**src/design/sqf_pkg.sv**
```systemverilog
`default_nettype none
package sqf_pkg;

  // width of the value field on the input channel
  localparam int VALUE_W = 32;

  typedef logic [VALUE_W-1:0] value_t;

endpackage
`default_nettype wire

```
**src/design/sqf_in_if.sv**
```systemverilog
`default_nettype none
interface sqf_in_if;
  import sqf_pkg::*;

  logic   valid;
  logic   ready;
  value_t value;

  modport source (output valid, output value, input ready);
  modport sink (input valid, input value, output ready);

endinterface
`default_nettype wire

```
**src/design/sqf_out_if.sv**
```systemverilog
`default_nettype none
interface sqf_out_if;
  import sqf_pkg::*;

  logic valid;
  logic ready;
  logic is_squarefree_flag;

  modport source (output valid, output is_squarefree_flag, input ready);
  modport sink (input valid, input is_squarefree_flag, output ready);

endinterface
`default_nettype wire

```
**src/design/squarefree_trial_division.sv**
```systemverilog
`default_nettype none
// Square-free test by trial division. Each word on item carries an unsigned value (low WIDTH
// bits used); one word on result returns 1 if no prime squared divides it (0 and 1 give 1).
// The factor 2 and then the odd divisors 3, 5, 7, ... are divided out while the divisor does
// not exceed remainder / divisor; a divisor that divides twice ends the test with 0. All
// division runs on one bit-serial restoring divider that retires one quotient bit per cycle.
// Values 0 and 1 skip the divider; otherwise a 32-bit prime needs about 32768 trial
// divisions. One item is tested at a time; a new word is taken while the previous result
// still waits on result.
module squarefree_trial_division #(
  parameter int WIDTH = 32
) (
  input  wire        clk,
  input  wire        rst,
  sqf_in_if.sink     item,
  sqf_out_if.source  result
);
  import sqf_pkg::*;

  // divisor never exceeds sqrt(2^WIDTH) + 2
  localparam int DW = WIDTH / 2 + 1;
  localparam int CW = $clog2(WIDTH);

  localparam logic [1:0] ST_IDLE = 2'd0;
  localparam logic [1:0] ST_DIV  = 2'd1;
  localparam logic [1:0] ST_CHK  = 2'd2;
  localparam logic [1:0] ST_FIN  = 2'd3;

  logic [1:0]       state;
  logic [WIDTH-1:0] remainder;
  logic [WIDTH-1:0] quot;
  logic [DW-1:0]    part;
  logic [DW-1:0]    trial_divisor;
  logic [CW-1:0]    cnt;
  logic             hit;
  logic             res;
  logic             oval;
  logic             oflag;

  logic [WIDTH-1:0] v_in;
  logic [DW:0]      trial;
  logic             ge;
  logic [DW:0]      diff;
  logic [DW-1:0]    part_next;
  logic [WIDTH-1:0] quot_next;
  logic             past_bound;

  assign v_in = WIDTH'(item.value);

  // one restoring division step: shift in the next dividend bit, subtract if it fits
  assign trial     = {part, quot[WIDTH-1]};
  assign ge        = trial >= {1'b0, trial_divisor};
  assign diff      = trial - {1'b0, trial_divisor};
  assign part_next = ge ? diff[DW-1:0] : trial[DW-1:0];
  assign quot_next = {quot[WIDTH-2:0], ge};

  // loop bound: divisor greater than remainder / divisor
  assign past_bound = {{(WIDTH-DW){1'b0}}, trial_divisor} > quot;

  assign item.ready  = (state == ST_IDLE);
  assign result.valid = oval;
  assign result.is_squarefree_flag = oflag;

  // test sequencer
  always_ff @(posedge clk) begin
    if (rst) begin
      state         <= ST_IDLE;
      oval          <= 1'b0;
      oflag         <= 1'b0;
      hit           <= 1'b0;
      res           <= 1'b0;
      cnt           <= '0;
      remainder     <= '0;
      quot          <= '0;
      part          <= '0;
      trial_divisor <= '0;
    end else begin
      // a finishing test reloads the output register itself
      if (oval && result.ready && state != ST_FIN) begin
        oval <= 1'b0;
      end
      case (state)
        ST_IDLE: begin
          if (item.valid) begin
            if (v_in[WIDTH-1:1] == '0) begin
              res   <= 1'b1;
              state <= ST_FIN;
            end else begin
              remainder     <= v_in;
              quot          <= v_in;
              part          <= '0;
              trial_divisor <= DW'(2);
              hit           <= 1'b0;
              cnt           <= '0;
              state         <= ST_DIV;
            end
          end
        end
        ST_DIV: begin
          part <= part_next;
          quot <= quot_next;
          cnt  <= cnt + CW'(1);
          if (cnt == CW'(WIDTH - 1)) begin
            state <= ST_CHK;
          end
        end
        ST_CHK: begin
          part <= '0;
          cnt  <= '0;
          if (!hit && trial_divisor != DW'(2) && past_bound) begin
            res   <= 1'b1;
            state <= ST_FIN;
          end else if (part == '0) begin
            if (hit) begin
              res   <= 1'b0;
              state <= ST_FIN;
            end else begin
              // divides once: keep the quotient and divide again
              hit       <= 1'b1;
              remainder <= quot;
              state     <= ST_DIV;
            end
          end else begin
            // move on to the next divisor
            hit   <= 1'b0;
            quot  <= remainder;
            state <= ST_DIV;
            if (trial_divisor == DW'(2)) begin
              trial_divisor <= DW'(3);
            end else begin
              trial_divisor <= trial_divisor + DW'(2);
            end
          end
        end
        ST_FIN: begin
          if (!oval || result.ready) begin
            oval  <= 1'b1;
            oflag <= res;
            state <= ST_IDLE;
          end
        end
        default: begin
          state <= ST_IDLE;
        end
      endcase
    end
  end

  // partial remainder stays below the divisor during division
  a_part_below: assert property (@(posedge clk) disable iff (rst)
    (state == ST_DIV) |-> (part < trial_divisor))
    else $error("partial remainder not below divisor");

  // divisor is 2 or odd while a test runs
  a_div_odd: assert property (@(posedge clk) disable iff (rst)
    (state == ST_DIV || state == ST_CHK) |-> (trial_divisor == DW'(2) || trial_divisor[0]))
    else $error("even trial divisor other than 2");

  // a finished test either waits or has its result posted
  a_fin_post: assert property (@(posedge clk) disable iff (rst)
    (state == ST_FIN) |=> (state == ST_FIN || (oval && oflag == $past(res))))
    else $error("result lost on finish");

endmodule
`default_nettype wire

```
**src/flat_wrapper.sv**
```systemverilog
// flat-port wrapper written by rule: the top's interface ports become plain ports
module squarefree_trial_division_flat import sqf_pkg::*;
#(
  parameter int WIDTH = 32
)
  (clk, rst, item_valid, item_value, item_ready, result_valid, result_is_squarefree_flag, result_ready);
  sqf_in_if item_i ();
  sqf_out_if result_i ();
  input  wire clk;
  input  wire rst;
  input wire logic [$bits(item_i.valid)-1:0] item_valid;
  input wire logic [$bits(item_i.value)-1:0] item_value;
  output wire logic [$bits(item_i.ready)-1:0] item_ready;
  output wire logic [$bits(result_i.valid)-1:0] result_valid;
  output wire logic [$bits(result_i.is_squarefree_flag)-1:0] result_is_squarefree_flag;
  input wire logic [$bits(result_i.ready)-1:0] result_ready;
  assign item_i.valid = item_valid;
  assign item_i.value = item_value;
  assign item_ready = item_i.ready;
  assign result_valid = result_i.valid;
  assign result_is_squarefree_flag = result_i.is_squarefree_flag;
  assign result_i.ready = result_ready;
  squarefree_trial_division #(.WIDTH(WIDTH)) u_core (.clk(clk), .rst(rst), .item(item_i), .result(result_i));
endmodule
```
**config.mk**
```make
export PLATFORM = sky130hd
export DESIGN_NAME = squarefree_trial_division_flat
export DESIGN_NICKNAME = d
export VERILOG_FILES = /design/src/design/sqf_pkg.sv /design/src/design/sqf_in_if.sv /design/src/design/sqf_out_if.sv /design/src/design/squarefree_trial_division.sv /design/src/flat_wrapper.sv
export SDC_FILE = /design/constraint.sdc
export NUM_CORES = 1
export LEC_CHECK = 0
export BUFFER_PORTS_ARGS = -buffer_cell sky130_fd_sc_hd__buf_2
export CORE_ASPECT_RATIO = 0.9
export CORE_MARGIN = 10
export CORE_UTILIZATION = 44
export DETAILED_ROUTE_END_ITERATION = 7
export PLACE_DENSITY = 0.61
export SETUP_SLACK_MARGIN = 0.2
export SLEW_MARGIN = 10
export SYNTH_ARGS = -nofsm -noshare
export SYNTH_HDL_FRONTEND = slang
export SYNTH_SLANG_ARGS = --single-unit
```
**constraint.sdc**
```tcl
create_clock -name clk -period 7.7 [get_ports clk]
set_clock_uncertainty 0.05 [all_clocks]
set_input_delay 1.155 -clock clk [delete_from_list [all_inputs] [get_ports clk]]
set_output_delay 1.155 -clock clk [all_outputs]
set_load 0.05 [all_outputs]
```
==> results.md <==
* Status: completed
* Max VDD drop at 177 uV
* Final setup TNS at 0 ns
* Hold buffer count at cts at 0
* Hold Path Depth at 2
* Post-placement cell area at 7220 sq um
* Area of the mapped netlist at 6970 sq um
* Post-route cell area at 7490 sq um
* Max-cap violations at 0
* RR Startpoint: u_core.quot[31]
* Cts repair resizes at 0
* Grt peak-use layer: met2
* Post-synthesis cell count at 844
* RSZ-0062 raised after global routing: false
* Starting Density at 0.450
* Htree depth at 3
* Post-synthesis sequential area ratio at 0.313
* Worst hold path class: reg2reg
* Total die area at 21300 sq um
* Worst setup EP type: register
* Number of synthesized register bits at 109
* First-pass GRT wire length at 29.3 mm
* GR Util met1 at 0.232
* Clock Root Buffer: clkbuf_16
* Reg-to-reg setup timing slack at 3.87 ns
* # rows at 43
* Critical path arrival at 4.04 ns
* Post-synthesis async set-or-reset flop share at 0
* Number of synthesized flops with an enable pin at 0
* Post-route antenna net violation count at 0
* Max Freq at 0.261 GHz
* Yosys top cell area share at 0.313
* Post-CTS setup repair buffer count at 0
* Clock slew at reported path FFs at 0.08 ns
* Top post-synthesis cells by area: dfxtp_1, ha_1, mux2i_1
* CTS tree: built
* Drt drc at 0
* Most used cell along the critical path: a21o_1
* Endpoints failing setup at 0
* Fillers at 1555
* Starting DRC count in detailed routing at 464
* Layout cells sized above 1 at 0.160
* Die Ht at 139 um
* Largest net degree at the start of global routing at 76
* Diode count at 0
* Final WL at 17.6 mm
* Hold_sp: u_core.cnt[4]
* Worst rel slew slack at 0.315
* Area growth from synthesis to layout at 7.47%
* Top-count cell post-synth: dfxtp_1
* Initial antenna violation count at 0
* Slowest library cell on the worst path: a21o_1
* Crit Path Class: reg2reg
* PortBufs at 38
* Yosys warnings at 0
* FF-to-FF End: u_core.quot[0]
* DR vias at 5996
* Fin. max-slew vios at 0
* Worst path required time at 7.91 ns
* Die Wd at 153 um
* WHS Endpoint: u_core.cnt[4]
* Worst-path cell chain: inv_1 > ha_1 > fa_1 > nor2b_1 > o31ai_1 > a21o_1 > a211o_1 > o211ai_1 > a21o_1 > a221oi_1 > o41ai_1
* Crit-path max FO at 17
* Mean area per synthesized cell at 8.26 sq um
* Crit start category: register
* Routability Congestion at 0.822
* Crit path from: u_core.quot[31]
* Core box area at 15500 sq um
* Sink Count at 109
* Nets@finish at 928
* Most used DFF post-synth: dfxtp_1
* Met3 Use GR at 0.0360
* Total Routing Usage GR at 0.161
* Pre-antenna DRT Iters at 5
* Syn nets at 922
* DR vias/cell at 5.68
* GR Overflow Total at 0
* Pwr Density at 356 nW/um^2
* Count of cell types in the netlist at 59
* Final Hold Fails at 0
* Time the worst path needs with I/O delays and setup at 3.83 ns
* Total CTS buffers at 9
* Clock Latency Late Sink at 0.36 ns
* Met2 Resource Use GR at 0.237
* Bufs on Longest Clock Path at 2
* Area leader, netlist: dfxtp_1
* Mean routed wirelength per cell at 16.7 um
* Number of global-route vias before repair at 5645
* Worst Reg-to-Reg Cells at 11
* Tcrit/Tclk final at 0.498
* Worst-Margin Slew at 1.03 ns
* Commonest cells post-synth: dfxtp_1, nor2_1, inv_1
* P_leak at 2.88 nW
* Ports at 39
* HPWL after DPL at 12.1 mm
* Max incr delay on CP at 0.79 ns
## where the power goes
part           internal (mW)  total (mW)  switching [mW]  leakage, nW
clock                  0.222       0.451           0.230        0.130
combinational          0.578        1.38           0.805         1.86
sequential             0.695       0.835           0.139        0.895
total                   1.50        2.67            1.17         2.88
## cells by family (layout without fill, tap and decap cells)
family,Yosys count,after routing,synth area share
AND/OR/NAND/NOR,305,305,0.226
buffers and inverters,100,110,0.0653
XOR/XNOR,12,12,0.0151
multiplexers,51,51,0.0754
AO/OA/AOI/OAI,225,225,0.229
adder cells (fa/ha/maj),42,42,0.0765
flip-flops,109,109,0.313
## through the flow
stage | hold WS (ns) | power (mW) | utilization | instances | setup slack (ns)
5_1_grt | 0.429 | 2.89 | 0.483 | 1056 | 3.55
6_report | 0.415 | 2.67 | 0.483 | 1056 | 3.87
3_3_place_gp | 0.397 | 2.22 | 0.466 | 1041 | 3.77
3_5_place_dp | 0.407 | 2.23 | 0.466 | 1041 | 3.72
4_1_cts | 0.417 | 2.69 | 0.483 | 1056 | 3.80
2_1_floorplan | 0.386 | 2.00 | - | 844 | 4.55
## worst max-delay path: cells and delay by family (launching register included)
family / cells / cell delay (ns)
flops: 1 / 0.46
simple gates: 1 / 0.19
compound gates: 7 / 2.30
buf+inv: 1 / 0.09
fa+ha+maj: 2 / 0.64
## worst max-delay path by stage
stage | end | slack [ns]
after floorplan | u_core.quot[18] | 4.55
after global placement | u_core.quot[12] | 3.77
after detailed placement | u_core.quot[16] | 3.72
after CTS | u_core.quot[0] | 3.80
after global routing | u_core.quot[0] | 3.55
final | u_core.quot[0] | 3.87
## cells in the final DEF (no fill, tap or decap), types with 3 or more instances in the layout
cell and n:
a211oi_1 41, a21o_1 8, a21oi_1 38, a21oi_2 30, a221oi_1 32, a31oi_1 5
and2_1 3, and3_1 12, buf_2 37, buf_4 9, clkbuf_16 9, dfxtp_1 109
ha_1 40, inv_1 49, mux2i_1 48, nand2_1 45, nand2_2 29, nand2b_1 3
nand3_1 21, nand3b_1 3, nand4_1 6, nor2_1 98, nor2b_1 8, nor3_1 7
nor4_1 18, o211ai_1 3, o21a_1 5, o21ai_0 43, o21bai_1 3, o31ai_1 3
or2_2 3, or3_1 39, or4_1 3, xnor2_1 9, xor2_1 3
## flip-flops by register name, summed over array words and instances, names as in the netlist
| register | count |
|---|---|
| u_core.quot | 32 |
| u_core.remainder | 32 |
| u_core.part | 17 |
| u_core.trial_divisor | 17 |
| u_core.cnt | 5 |
| u_core.state | 2 |
| u_core.hit | 1 |
| u_core.res | 1 |
| u_core.result.is_squarefree_flag | 1 |
| u_core.result.valid | 1 |
## final cells by class
cell class                      instances  area [sq um]  area share
Clock inverter                          6          48.8     0.00651
Sequential cell                       109          2180       0.291
Inverter                               49           184      0.0246
Multi-Input combinational cell        635          4350       0.580
Timing Repair Buffer                   46           253      0.0337
Tap cell                              202           253      0.0337
Clock buffer                            9           225      0.0301
## metal layers
layer	part of all wire	up-vias
met4	0.012	0
li1	-	3084
met1	0.53	2794
met5	0	-
met2	0.42	101
met3	0.038	17
Power figures use the tool's default switching activity.
